[src/rtl/core/ir_pulse_interval_command_decoder_defines.svh]
// ----------------------------------------------------------------------------
// IR pulse interval command decoder - assertion macros
// Shared concurrent assertion wrappers, clocked on clk_i; IRPICD_ASSERT is disabled while rst_ni is low.
// ----------------------------------------------------------------------------
`ifndef IR_PULSE_INTERVAL_COMMAND_DECODER_DEFINES_SVH
`define IR_PULSE_INTERVAL_COMMAND_DECODER_DEFINES_SVH

// Checked only out of reset.
`define IRPICD_ASSERT(label, prop, msg) \
  label: assert property (@(posedge clk_i) disable iff (!rst_ni) (prop)) else $error(msg);

// Checked at every edge, reset included.
`define IRPICD_ASSERT_ALWAYS(label, prop, msg) \
  label: assert property (@(posedge clk_i) (prop)) else $error(msg);

`endif

[src/rtl/core/irpicd_pkg.sv]
// ----------------------------------------------------------------------------
// IR pulse interval command decoder - package
// Item types, register indexes and command codes.
// ----------------------------------------------------------------------------
package irpicd_pkg;

  localparam int unsigned IntervalW = 20;
  localparam int unsigned SlotW     = 6;
  localparam int unsigned CfgIdxW   = 3;

  localparam logic KindEdge    = 1'b0;
  localparam logic KindTimeout = 1'b1;

  localparam logic [7:0] CmdUp   = 8'd64;
  localparam logic [7:0] CmdDown = 8'd67;
  localparam logic [7:0] CmdMark = 8'd70;
  localparam logic [7:0] CmdMode = 8'd69;

  localparam logic [IntervalW-1:0] StartMinRst = 20'd10000;
  localparam logic [IntervalW-1:0] StartMaxRst = 20'd14000;
  localparam logic [IntervalW-1:0] OneMinRst   = 20'd2000;
  localparam logic [IntervalW-1:0] OneMaxRst   = 20'd2300;
  localparam logic [7:0]           StepRst     = 8'd3;
  localparam logic [7:0]           SpeedRst    = 8'd9;

  typedef enum logic [CfgIdxW-1:0] {
    CFG_START_MIN  = 3'd0,
    CFG_START_MAX  = 3'd1,
    CFG_ONE_MIN    = 3'd2,
    CFG_ONE_MAX    = 3'd3,
    CFG_SPEED_STEP = 3'd4
  } cfg_idx_e;

  typedef struct packed {
    logic                 kind;
    logic [IntervalW-1:0] interval;
  } in_item_t;

  typedef struct packed {
    logic       frame_valid;
    logic [7:0] command;
    logic [7:0] speed_level;
    logic       run_mode;
    logic [3:0] indicators;
  } out_item_t;

  // Frame capture state as seen by the command stage.
  typedef struct packed {
    logic [IntervalW-1:0] start_interval;
    logic [7:0]           bit_classes;
  } frame_t;

endpackage

[src/rtl/core/ir_pulse_interval_command_decoder.sv]
// ----------------------------------------------------------------------------
// IR pulse interval command decoder - top level
// Decodes NEC-style frames from edge interval and timeout items and applies
// the command to speed, mode and sticky indicators.
// ----------------------------------------------------------------------------
// One item is taken every cycle while in_stall_o is low. Each item sits in an
// input register and is resolved there against the frame capture state; a
// timeout's result is written into the output register as the timeout leaves
// the input register. Edge items never wait; a timeout holds the input
// register, and so stalls the input, only while the output register is full
// and stalled. Registers must be written by the user through the config port
// only while the block is idle; the block itself does not enforce this.
// cfg_ready_o is always high and unused indexes are dropped.
`include "ir_pulse_interval_command_decoder_defines.svh"

module ir_pulse_interval_command_decoder #(
  parameter int unsigned FRAME_SLOTS    = 50,
  parameter int unsigned FIRST_BIT_SLOT = 17
) (
  input  logic                             clk_i,
  input  logic                             rst_ni,
  input  logic                             in_valid_i,
  output logic                             in_stall_o,
  input  irpicd_pkg::in_item_t             in_item_i,
  output logic                             out_valid_o,
  input  logic                             out_stall_i,
  output irpicd_pkg::out_item_t            out_item_o,
  input  logic                             cfg_valid_i,
  output logic                             cfg_ready_o,
  input  logic [irpicd_pkg::CfgIdxW-1:0]   cfg_index_i,
  input  logic [irpicd_pkg::IntervalW-1:0] cfg_data_i
);
  import irpicd_pkg::*;

  logic [IntervalW-1:0] start_min_q, start_max_q, one_min_q, one_max_q;
  logic [7:0]           step_q;

  logic      s1_valid_q;
  in_item_t  s1_item_q;
  logic      s1_adv, s1_timeout, in_take;

  logic      out_valid_q;
  out_item_t out_item_q, out_item_d;

  logic [7:0] speed_q, speed_d;
  logic       mode_q, mode_d;
  logic [3:0] ind_q, ind_d;

  frame_t     frame;
  logic       fr_valid;
  logic [7:0] cmd;

  // Config
  assign cfg_ready_o = 1'b1;

  always_ff @(posedge clk_i or negedge rst_ni) begin
    if (!rst_ni) begin
      start_min_q <= StartMinRst;
      start_max_q <= StartMaxRst;
      one_min_q   <= OneMinRst;
      one_max_q   <= OneMaxRst;
      step_q      <= StepRst;
    end else if (cfg_valid_i && cfg_ready_o) begin
      case (cfg_idx_e'(cfg_index_i))
        CFG_START_MIN:  start_min_q <= cfg_data_i;
        CFG_START_MAX:  start_max_q <= cfg_data_i;
        CFG_ONE_MIN:    one_min_q   <= cfg_data_i;
        CFG_ONE_MAX:    one_max_q   <= cfg_data_i;
        CFG_SPEED_STEP: step_q      <= cfg_data_i[7:0];
        default: ;
      endcase
    end
  end

  // Input register
  assign s1_timeout = s1_item_q.kind == KindTimeout;
  assign s1_adv     = s1_valid_q && (!s1_timeout || !out_valid_q || !out_stall_i);
  assign in_stall_o = s1_valid_q && !s1_adv;
  assign in_take    = in_valid_i && !in_stall_o;

  always_ff @(posedge clk_i or negedge rst_ni) begin
    if (!rst_ni) begin
      s1_valid_q <= 1'b0;
    end else if (in_take || s1_adv) begin
      s1_valid_q <= in_take;
    end
  end

  always_ff @(posedge clk_i) begin
    if (in_take) begin
      s1_item_q <= in_item_i;
    end
  end

  irpicd_edge_recorder #(
    .FRAME_SLOTS   (FRAME_SLOTS),
    .FIRST_BIT_SLOT(FIRST_BIT_SLOT)
  ) u_recorder (
    .clk_i        (clk_i),
    .rst_ni       (rst_ni),
    .ev_valid_i   (s1_adv),
    .ev_kind_i    (s1_item_q.kind),
    .ev_interval_i(s1_item_q.interval),
    .one_min_i    (one_min_q),
    .one_max_i    (one_max_q),
    .frame_o      (frame)
  );

  // Command stage
  assign fr_valid = (frame.start_interval >= start_min_q) &&
                    (frame.start_interval <= start_max_q);
  assign cmd      = fr_valid ? frame.bit_classes : 8'd0;

  always_comb begin
    speed_d = speed_q;
    mode_d  = mode_q;
    ind_d   = ind_q;
    if (fr_valid) begin
      case (cmd)
        CmdUp: begin
          ind_d[0] = 1'b1;
          speed_d  = speed_q + step_q;
        end
        CmdDown: begin
          ind_d[1] = 1'b1;
          speed_d  = speed_q - step_q;
        end
        CmdMark: begin
          ind_d[2] = 1'b1;
        end
        CmdMode: begin
          ind_d[3] = 1'b1;
          mode_d   = ~mode_q;
        end
        default: ;
      endcase
    end
  end

  assign out_item_d = '{frame_valid: fr_valid, command: cmd, speed_level: speed_d,
                        run_mode: mode_d, indicators: ind_d};

  always_ff @(posedge clk_i or negedge rst_ni) begin
    if (!rst_ni) begin
      speed_q     <= SpeedRst;
      mode_q      <= 1'b0;
      ind_q       <= '0;
      out_valid_q <= 1'b0;
    end else begin
      if (s1_adv && s1_timeout) begin
        speed_q     <= speed_d;
        mode_q      <= mode_d;
        ind_q       <= ind_d;
        out_valid_q <= 1'b1;
      end else if (!out_stall_i) begin
        out_valid_q <= 1'b0;
      end
    end
  end

  always_ff @(posedge clk_i) begin
    if (s1_adv && s1_timeout) begin
      out_item_q <= out_item_d;
    end
  end

  assign out_valid_o = out_valid_q;
  assign out_item_o  = out_item_q;

  `IRPICD_ASSERT(a_result_from_timeout, $rose(out_valid_o) |-> $past(s1_valid_q && s1_timeout), "result without a timeout item")
  `IRPICD_ASSERT(a_invalid_cmd_zero, (out_valid_o && !out_item_o.frame_valid) |-> (out_item_o.command == 8'd0), "invalid frame with non-zero command")
  `IRPICD_ASSERT(a_ind_sticky, 1'b1 |=> ((ind_q & $past(ind_q)) == $past(ind_q)), "indicator bit cleared")
  `IRPICD_ASSERT_ALWAYS(a_stall_needs_item, in_stall_o |-> (s1_valid_q && s1_timeout && out_valid_q), "input stalled without a blocked timeout")

endmodule

[src/rtl/core/irpicd_edge_recorder.sv]
// ----------------------------------------------------------------------------
// IR pulse interval command decoder - edge recorder
// Arms on the first edge, counts slots, keeps the start interval and the
// one-bit classes of the command slots. A timeout clears arm, count and start.
// ----------------------------------------------------------------------------
module irpicd_edge_recorder #(
  parameter int unsigned FRAME_SLOTS    = 50,
  parameter int unsigned FIRST_BIT_SLOT = 17
) (
  input  logic                              clk_i,
  input  logic                              rst_ni,
  input  logic                              ev_valid_i,
  input  logic                              ev_kind_i,
  input  logic [irpicd_pkg::IntervalW-1:0]  ev_interval_i,
  input  logic [irpicd_pkg::IntervalW-1:0]  one_min_i,
  input  logic [irpicd_pkg::IntervalW-1:0]  one_max_i,
  output irpicd_pkg::frame_t                frame_o
);
  import irpicd_pkg::*;

  localparam logic [SlotW-1:0] FrameSlots = SlotW'(FRAME_SLOTS);
  localparam logic [SlotW-1:0] FirstSlot  = SlotW'(FIRST_BIT_SLOT);
  localparam logic [SlotW-1:0] LastSlot   = SlotW'(FIRST_BIT_SLOT + 7);

  logic                 armed_q, armed_d;
  logic [SlotW-1:0]     slot_q, slot_d;
  logic [IntervalW-1:0] start_q, start_d;
  logic [7:0]           classes_q, classes_d;
  logic [SlotW-1:0]     pos_full;
  logic                 is_one;

  assign pos_full = slot_q - FirstSlot;
  assign is_one   = (ev_interval_i >= one_min_i) && (ev_interval_i <= one_max_i);

  always_comb begin
    armed_d   = armed_q;
    slot_d    = slot_q;
    start_d   = start_q;
    classes_d = classes_q;
    if (ev_valid_i) begin
      if (ev_kind_i == KindTimeout) begin
        armed_d = 1'b0;
        slot_d  = '0;
        start_d = '0;
      end else if (!armed_q) begin
        armed_d = 1'b1;
      end else if (slot_q < FrameSlots) begin
        if (slot_q == '0) begin
          start_d = ev_interval_i;
        end
        if (slot_q >= FirstSlot && slot_q <= LastSlot) begin
          classes_d[pos_full[2:0]] = is_one;
        end
        slot_d = slot_q + 1'b1;
      end
    end
  end

  always_ff @(posedge clk_i or negedge rst_ni) begin
    if (!rst_ni) begin
      armed_q   <= 1'b0;
      slot_q    <= '0;
      start_q   <= '0;
      classes_q <= '0;
    end else begin
      armed_q   <= armed_d;
      slot_q    <= slot_d;
      start_q   <= start_d;
      classes_q <= classes_d;
    end
  end

  assign frame_o = '{start_interval: start_q, bit_classes: classes_q};

endmodule

[config.mk]
export PLATFORM = sky130hd
export DESIGN_NAME = ir_pulse_interval_command_decoder
export DESIGN_NICKNAME = d
export VERILOG_FILES = /design/src/rtl/core/irpicd_pkg.sv /design/src/rtl/core/ir_pulse_interval_command_decoder.sv /design/src/rtl/core/irpicd_edge_recorder.sv
export VERILOG_INCLUDE_DIRS = /design/src /design/src/rtl/core
export SDC_FILE = /design/constraint.sdc
export NUM_CORES = 1
export LEC_CHECK = 0
export BUFFER_PORTS_ARGS = -buffer_cell sky130_fd_sc_hd__buf_2
export CORE_MARGIN = 1.5
export CORE_UTILIZATION = 60
export DETAILED_ROUTE_END_ITERATION = 8
export GPL_TIMING_DRIVEN = 0
export PLACE_DENSITY = 0.91
export SKIP_LAST_GASP = 1
export SLEW_MARGIN = 10
export SYNTH_ARGS = -nofsm -noshare
export SYNTH_HDL_FRONTEND = slang
export SYNTH_HIERARCHICAL = 1
export SYNTH_SLANG_ARGS = --single-unit
[constraint.sdc]
create_clock -name clk_i -period 5.3 [get_ports clk_i]
set_input_delay 0.795 -clock clk_i [delete_from_list [all_inputs] [get_ports clk_i]]
set_output_delay 0.795 -clock clk_i [all_outputs]
set_load 0.1 [all_outputs]
Yosys cells after proc, flatten, opt, wreduce, memory -nomap -nowiden:

Cells that the tools add are included.
W data, S select, Z words.

* add/subtract/negate cells: 4
* multipliers: 0
* div/mod/pow operators: 0
* $lt $le $gt $ge: 9
* eq/ne operators: 9
* shifts and indexed selects: 0
* multiplexer cells: 23
* bitwise logic cells: 2
* reductions and logical operators: 29

Operator list (count)
* $mux W20: 4
* $ge A20 B20 Y1: 2
* $le A20 B20 Y1: 2
* $eq A8 B7 Y1 const B: 4
* $mux W6: 3
* $mux W8: 2
* $pmux W8 S2: 1
* $mux W1: 10
* $reduce_and A2 Y1: 5
* $add A8 B8 Y8: 1
* $bwmux W8: 1
* $logic_and A1 B1 Y1: 8
* $sub A8 B8 Y8: 1
* $add A6 B1 Y6 const B: 1
* $eq A3 B2 Y1 const B: 2
* $ge A6 B5 Y1 const B: 1
* $le A6 B5 Y1 const B: 1
* $logic_not A6 Y1: 1
* $lt A6 B6 Y1 const B: 1
* $reduce_bool A2 Y1: 3
* $logic_not A1 Y1: 5
* $reduce_and A5 Y1: 1
* $lt A3 B4 Y1 const B: 1
* $mux W4: 1
* other kinds (11): 14

* register bits after elaboration: 181
* bits in latches: 0
* RAM bits: 0
* ROM bits: 0
* input port bits: 49
* logic and storage cells: 97
* memories: 0

Longest topological paths before layout:

Gate-level depths: netlist (run 1).

* depth after elaboration: 9
* depth in mapped cells: 19

Modules after synthesis:

The synthesis (run 1) kept the hierarchy.

Modules (own cells, without submodules)
* ir_pulse_interval_command_decoder: instances 1, cells each 556, area each 6799.0 µm²
* irpicd_edge_recorder: instances 1, cells each 269, area each 2539.9 µm²

Worst setup path before layout (run 1):

Ideal clock, no wire load.

* path kind: flip-flop to flip-flop
* start point: register start_max_q[13]
* end point: register out_item_q (netlist bit out_item_o[12]), data pin
* data arrival time: 4.115 ns
* setup slack: 0.925 ns
* cell stages (with the launch flop): 19
* path buffers: 0
* clock period less this slack: 4.375 ns
* cell sequence: dfstp_2 > inv_1 > ha_1 > a21oi_1 > nor3_1 > or4_4 > nor4_2 > o22a_4 > nand2_1 > a21oi_1 > ha_1 > nor2b_1 > o21a_1 > o21a_1 > o21a_1 > o41a_1 > xnor2_1 > xnor2_1 > mux2_2

* word-level cells in the longest chain between the ends: 6

Ends and longest elaborated chain
* start, declared: RTL line ir_pulse_interval_command_decoder.sv:35 `logic [IntervalW-1:0] start_min_q, start_max_q, one_min_q, one_max_q;`
* start signal, assigned: RTL line ir_pulse_interval_command_decoder.sv:59 `start_max_q <= StartMaxRst;`
* start signal, assigned: RTL line ir_pulse_interval_command_decoder.sv:66 `CFG_START_MAX: start_max_q <= cfg_data_i;`
* $le A20 B20 Y1 (*): RTL line ir_pulse_interval_command_decoder.sv:111 `(frame.start_interval <= start_max_q);`
* $logic_and A1 B1 Y1 (*): RTL line ir_pulse_interval_command_decoder.sv:110 `assign fr_valid = (frame.start_interval >= start_min_q) &&`
* $mux W8: RTL line ir_pulse_interval_command_decoder.sv:112 `assign cmd = fr_valid ? frame.bit_classes : 8'd0;`
* $eq A8 B7 Y1: RTL line ir_pulse_interval_command_decoder.sv:119 `case (cmd)`
* $pmux W8 S2: RTL line ir_pulse_interval_command_decoder.sv:119
* $mux W8 (*): RTL line ir_pulse_interval_command_decoder.sv:118 `if (fr_valid) begin`
* named net speed_d[7]: RTL line ir_pulse_interval_command_decoder.sv:45 `logic [7:0] speed_q, speed_d;`
* end signal, assigned: RTL line ir_pulse_interval_command_decoder.sv:163 `out_item_q <= out_item_d;`
* end, declared: RTL line ir_pulse_interval_command_decoder.sv:43 `out_item_t out_item_q, out_item_d;`

The timed path passes the listed nets; every way through them passes the cells marked *.
A chain may end at the register's enable or synchronous reset.

Worst setup path in the final report (run 1):

Same ends and word-level chain as after synthesis.

==> results_dict.tcl, run 1 <==
set metrics [dict create \
    pwr-share-seq 0.429 \
    fin_nets 1060 \
    maxCapViolations 0 \
    synthArstFlopShare 0.7624 \
    diodes 0 \
    cts_sinks 181 \
    power_density_nw_per_um2 397.8 \
    yosysMostFrequentCell "dfrtp_1" \
    core_um2 15200 \
    reg2reg_depth 19 \
    stdcell_area_um2 10590 \
    synth_area_um2 9339 \
    worstSetupPathType "register to register" \
    yosysTopAreaCell "dfrtp_1" \
    synth.top_cell.area_share 0.2921 \
    worstSetupStartpoint "start_max_q[13]" \
    drv_slew 0 \
    fmax_mhz 198.9 \
    r2r-start "start_max_q[13]" \
    total_power_w 0.004212 \
    htreeDepth 4 \
    cts_resized 0 \
    post-route-drc-count 0 \
    synth_ff_type "dfrtp_1" \
    synth_cells 825 \
    rsz0062_at_grt "no" \
    globalRouteOverflowTotal 0 \
    endpoint "out_item_o[12]" \
    hold_path_class "input port to asynchronous set/reset pin" \
    end_kind "register" \
    worstPathArrival_ns 5.22 \
    synth_commonest_cells "dfrtp_1, inv_1, ha_1" \
    initial_core_util 0.6143 \
    wl_per_cell_um 19.82 \
    hold_viol_final 0 \
    grtUsageTotal 0.2830 \
    cts_tree "done" \
    ant_nets 0 \
    cp-start-kind "register" \
    relSlewSlack 0.3680 \
    die_x_um 127.8 \
    drt_iter0_drc 759 \
    portBuffers 72 \
    numCtsBuffers 17 \
    postCtsSetupBuffers 0 \
    ir_drop_mv 0.2554 \
    period_share 0.9486 \
    r2r_slack_ns 0.27 \
    ys_top_cells_by_area "dfrtp_1, edfxtp_1, ha_1, dfstp_2, mux2_2" \
    die_y_um 127.8 \
    hpwl_um 14900 \
    avgSynthCellArea_um2 11.32 \
    p_clk_frac 0.297 \
    grt_max_degree 95 \
    avgViaCountPerCell 6.204 \
    yosysUniqueCellTypes 67 \
    worstSkewPairLatency_ns 0.44 \
    leakage_nw 4.933 \
    switching_share 0.3287 \
    rows 45 \
    routed_wl_um 22170 \
    worstReg2RegEnd "out_item_o[12]" \
    vias 6942 \
    fp.dieArea_um2 16320 \
    tns_ns 0 \
    dpl-instance-area_um2 10000 \
    min_period_ns 5.028 \
    synth_edf_count 43 \
    areaGrowthSynthToFinish_pct 13.38 \
    grt_pass1_vias 7049 \
    place_congestion 0.8795 \
    comb_power_share 0.274 \
    worst_pin_slew_ns 0.9480 \
    clockBufferDepth 2 \
    ys_ff_latch 181 \
    status "complete, no violations" \
    hold_buffers 0 \
    worstPathRequired_ns 5.49 \
    synthesis.nets 967 \
    path_max_fanout 7 \
    synth_warnings 6 \
    first_pass_iters 5 \
    clk_pin_slew_ns 0.07 \
    antenna_found_initial 0 \
    clock_skew_ns 0.007114 \
    ios 74 \
    grt_pass1_wl_um 35450 \
    power.switching_w 0.001385 \
    finalSetupViolCount 0 \
    cts_root_buffer "clkbuf_16" \
    layout-drive-gt1-share 0.2417 \
    power.internal_w 0.002827 \
    yosysSeqAreaShare 0.5119 \
]
-- kinds of logic (layout without fill, tap and decap cells) --
group	count (synthesis)	count (layout)	synth area share
other cells	1	1	0.0004015
simple gates	189	189	0.1037
compound gates	162	162	0.1120
mux	68	68	0.08199
buf+inv	115	221	0.04957
fa+ha+maj	93	93	0.1254
xor+xnor	16	16	0.01500
flops	181	181	0.5119
-- per-layer routing --
layer  track usage  vias up  routed length [um]
li1              -     3106                   -
met1        0.3482     3410                8551
met5             0        -                   0
met2        0.4633      338               11040
met3       0.06469       88                1657
met4        0.1593        0                 925
-- power groups by stage --
stage | logic (W) | clock network (W) | registers, W
after floorplan | 0.000750 | 0 | 0.00184
after global placement | 0.00100 | 0 | 0.00181
after detailed placement | 0.00108 | 0 | 0.00182
after CTS | 0.00113 | 0.00125 | 0.00180
after global routing | 0.00127 | 0.00131 | 0.00183
final | 0.00115 | 0.00125 | 0.00181
-- how the worst min path moves through the flow --
stage	startpoint	cells after the start	slack, ns	end
floorplan	ind_q[3]	1	0.42	ind_q[3]
finish	rst_ni	1	0.27	one_min_q[13]
global route	rst_ni	1	0.30	one_min_q[14]
detailed placement	ind_q[1]	1	0.45	ind_q[1]
CTS	rst_ni	1	0.29	one_min_q[13]
global placement	ind_q[3]	1	0.44	ind_q[3]
-- placed cells by master, fill, tap and decap left out, drive strengths merged, types with 3 or more instances in the layout --
cell type,n
nor3,16
buf,83
o21ai,61
ha,92
inv,97
a31o,4
nand2b,7
a31oi,3
nand2,80
nor2,19
nor2b,7
dfrtp,109
a211oi,4
clkbuf,29
xnor2,11
or3,3
o211ai,4
nand3,14
and2,12
edfxtp,43
dfstp,29
clkinvlp,5
mux2,68
nand4,10
clkinv,5
o21a,6
a21oi,36
a21o,9
a221oi,3
xor2,5
nor4,5
a22o,20
and4,5
-- stage by stage --
stage	hold WS, ns	setup WS (ns)	util	std cells
3_5_place_dp	0.4465	0.3945	0.6581	1087
3_3_place_gp	0.4410	0.5626	0.6535	1085
5_1_grt	0.3024	0.03591	0.6965	1119
6_report	0.2720	0.2725	0.6965	1119
4_1_cts	0.2858	0.2890	0.6963	1119
2_1_floorplan	0.4247	0.9255	-	825
-- sequential cells by signal, summed over array words and instances, names as in the netlist, 4 cells and up --
| signal | flops |
|---|---|
| u_recorder/classes_q | 8 |
| one_min_q | 20 |
| u_recorder/start_q | 20 |
| start_max_q | 20 |
| start_min_q | 20 |
| step_q | 8 |
| s1_item_q | 20 |
| out_item_o | 22 |
| u_recorder/slot_q | 6 |
| speed_q | 8 |
| one_max_q | 20 |
| ind_q | 4 |
-- critical path, stage by stage (launching register included) --
cell and delay, ns:
dfstp_2 0.52, inv_1 0.05, ha_1 0.32, a21oi_1 0.22
nor3_1 0.07, or4_4 0.45, nor4_2 0.40, o22a_4 0.29
nand2_1 0.21, nor2_1 0.20, a21oi_2 0.07, ha_1 0.30
nor2b_1 0.15, o21a_1 0.18, o21a_1 0.18, o21a_1 0.18
o41a_1 0.32, xnor2_1 0.28, xnor2_1 0.11, mux2_2 0.27
-- final cells by class --
| type | instances | area [um^2] |
|---|---|---|
| multi-input combinational | 529 | 4115 |
| fill | 976 | 4613 |
| buffer | 21 | 110.1 |
| clock inverter | 15 | 155.1 |
| sequential | 181 | 4781 |
| timing repair buffer | 74 | 414.1 |
| tap | 188 | 235.2 |
| clock buffer | 17 | 425.4 |
| inverter | 94 | 352.8 |
(Power assumes the default switching activity.)
==> run 2, diff against run 1 <==
Settings changed: CORE_MARGIN 1.5 to 2.
==> results_dict.tcl, run 2 (synthesis results as in run 1) <==
set metrics [dict create \
    grt_pass1_wl_um 34910 \
    clockBufferDepth 2 \
    antenna_found_initial 1 \
    numCtsBuffers 17 \
    grt_pass1_vias 6892 \
    ios 74 \
    place_congestion 0.8693 \
    drv_slew 0 \
    first_pass_iters 5 \
    fin_util 0.6949 \
    ant_nets 0 \
    hold_path_class "input port to asynchronous set/reset pin" \
    maxCapViolations 0 \
    cts_tree "done" \
    finalSetupViolCount 0 \
    tns_ns 0 \
    use_met3 0.06861 \
    avgViaCountPerCell 6.085 \
    grt-busiest-layer "met2" \
    routed_wl_um 21710 \
    cp-start-kind "register" \
    core_um2 15200 \
    hold_buffers 0 \
    power_density_nw_per_um2 392.1 \
    worstSetupPathType "register to register" \
    relSlewSlack 0.3277 \
    fin_nets 1060 \
    largest_reg_flops 22 \
    clock_skew_ns 0.009316 \
    initial_core_util 0.6143 \
    worstPathArrival_ns 5.13 \
    worstPathRequired_ns 5.50 \
    grt_max_degree 94 \
    worstSkewPairLatency_ns 0.45 \
    cts_sinks 181 \
    hpwl_um 14810 \
    cts_resized 0 \
    worst_pin_slew_ns 1.003 \
    fmax_mhz 202.8 \
    path_max_fanout 7 \
    total_power_w 0.004142 \
    hold_viol_final 0 \
    layout-drive-gt1-share 0.2417 \
    globalRouteOverflowTotal 0 \
    layout_commonest_cell "dfrtp_1" \
    post-route-drc-count 0 \
    end_kind "register" \
    wl_per_cell_um 19.40 \
    final_cell_mix "dfrtp_1, inv_1, ha_1, nand2_1, buf_2" \
    rows 45 \
    htreeDepth 4 \
    postCtsSetupBuffers 0 \
    diodes 0 \
    status "complete, no violations" \
    leakage_nw 4.939 \
    portBuffers 72 \
    vias 6809 \
    clk_pin_slew_ns 0.07 \
    grtUsageTotal 0.2757 \
    die_x_um 128.8 \
    met1_usage 0.3522 \
    drt_iter0_drc 655 \
    cts_root_buffer "clkbuf_16" \
    rsz0062_at_grt "no" \
    die_y_um 128.8 \
    grt_use_met2 0.4485 \
    areaGrowthSynthToFinish_pct 13.12 \
    min_period_ns 4.930 \
    fp.dieArea_um2 16580 \
    ir_drop_mv 0.2598 \
    period_share 0.9302 \
]
run 2: layout make-up:
type / instances / area (um^2)
sequential: 181 / 4781
fill: 928 / 4638
multi-input combinational: 529 / 4111
clock buffer: 17 / 425.4
timing repair buffer: 74 / 414.1
inverter: 94 / 352.8
tap: 188 / 235.2
clock inverter: 15 / 133.9
buffer: 21 / 110.1
run 2: report_power, final:
group	internal, W	switching [W]	leakage [nW]
Sequential	0.00167	0.000134	2.11
Combinational	0.000459	0.000675	2.55
Clock	0.000619	0.000585	0.275
Total	0.00275	0.00140	4.94
run 2: per-stage QoR:
step	instance area, um^2	std cells	hold slack (ns)	setup slack (ns)
2_1_floorplan	9339	825	0.4247	0.9255
3_3_place_gp	9935	1085	0.4411	0.5656
3_5_place_dp	10000	1087	0.4437	0.4400
4_1_cts	10560	1119	0.2833	0.4251
5_1_grt	10560	1119	0.3002	0.1854
6_report	10560	1119	0.2684	0.3698
run 2: critical path, stage by stage, from the launching register on:
cell     delay [ns]
dfstp_2        0.52
inv_1          0.05
ha_1           0.33
a21oi_1        0.16
nor3_1         0.05
or4_4          0.43
nor4_2         0.31
o22a_4         0.27
nand2_1        0.20
a21oi_1        0.32
ha_1           0.29
nor2b_1        0.13
o21a_1         0.18
o21a_1         0.19
o21a_1         0.19
o41a_1         0.32
xnor2_1        0.32
xnor2_1        0.12
mux2_2         0.27
run 2: path summary, 6_finish.rpt:
check	cells past startpoint	start	end	slack [ns]
worst max register to register	18	start_max_q[13]	out_item_o[12]	0.37
worst min register to register	1	ind_q[3]	ind_q[3]	0.46
max in group asynchronous	2	rst_ni	speed_q[3]	4.22
min in group clk_i	1	ind_q[3]	ind_q[3]	0.46
worst max-delay path	18	start_max_q[13]	out_item_o[12]	0.37
worst min-delay path	1	rst_ni	start_min_q[14]	0.27
run 2: metal layers:
layer | up-vias | part of all wire
li1 | 3105 | -
met5 | - | 0
met4 | 0 | 0.035
met1 | 3310 | 0.39
met2 | 316 | 0.49
met3 | 78 | 0.078
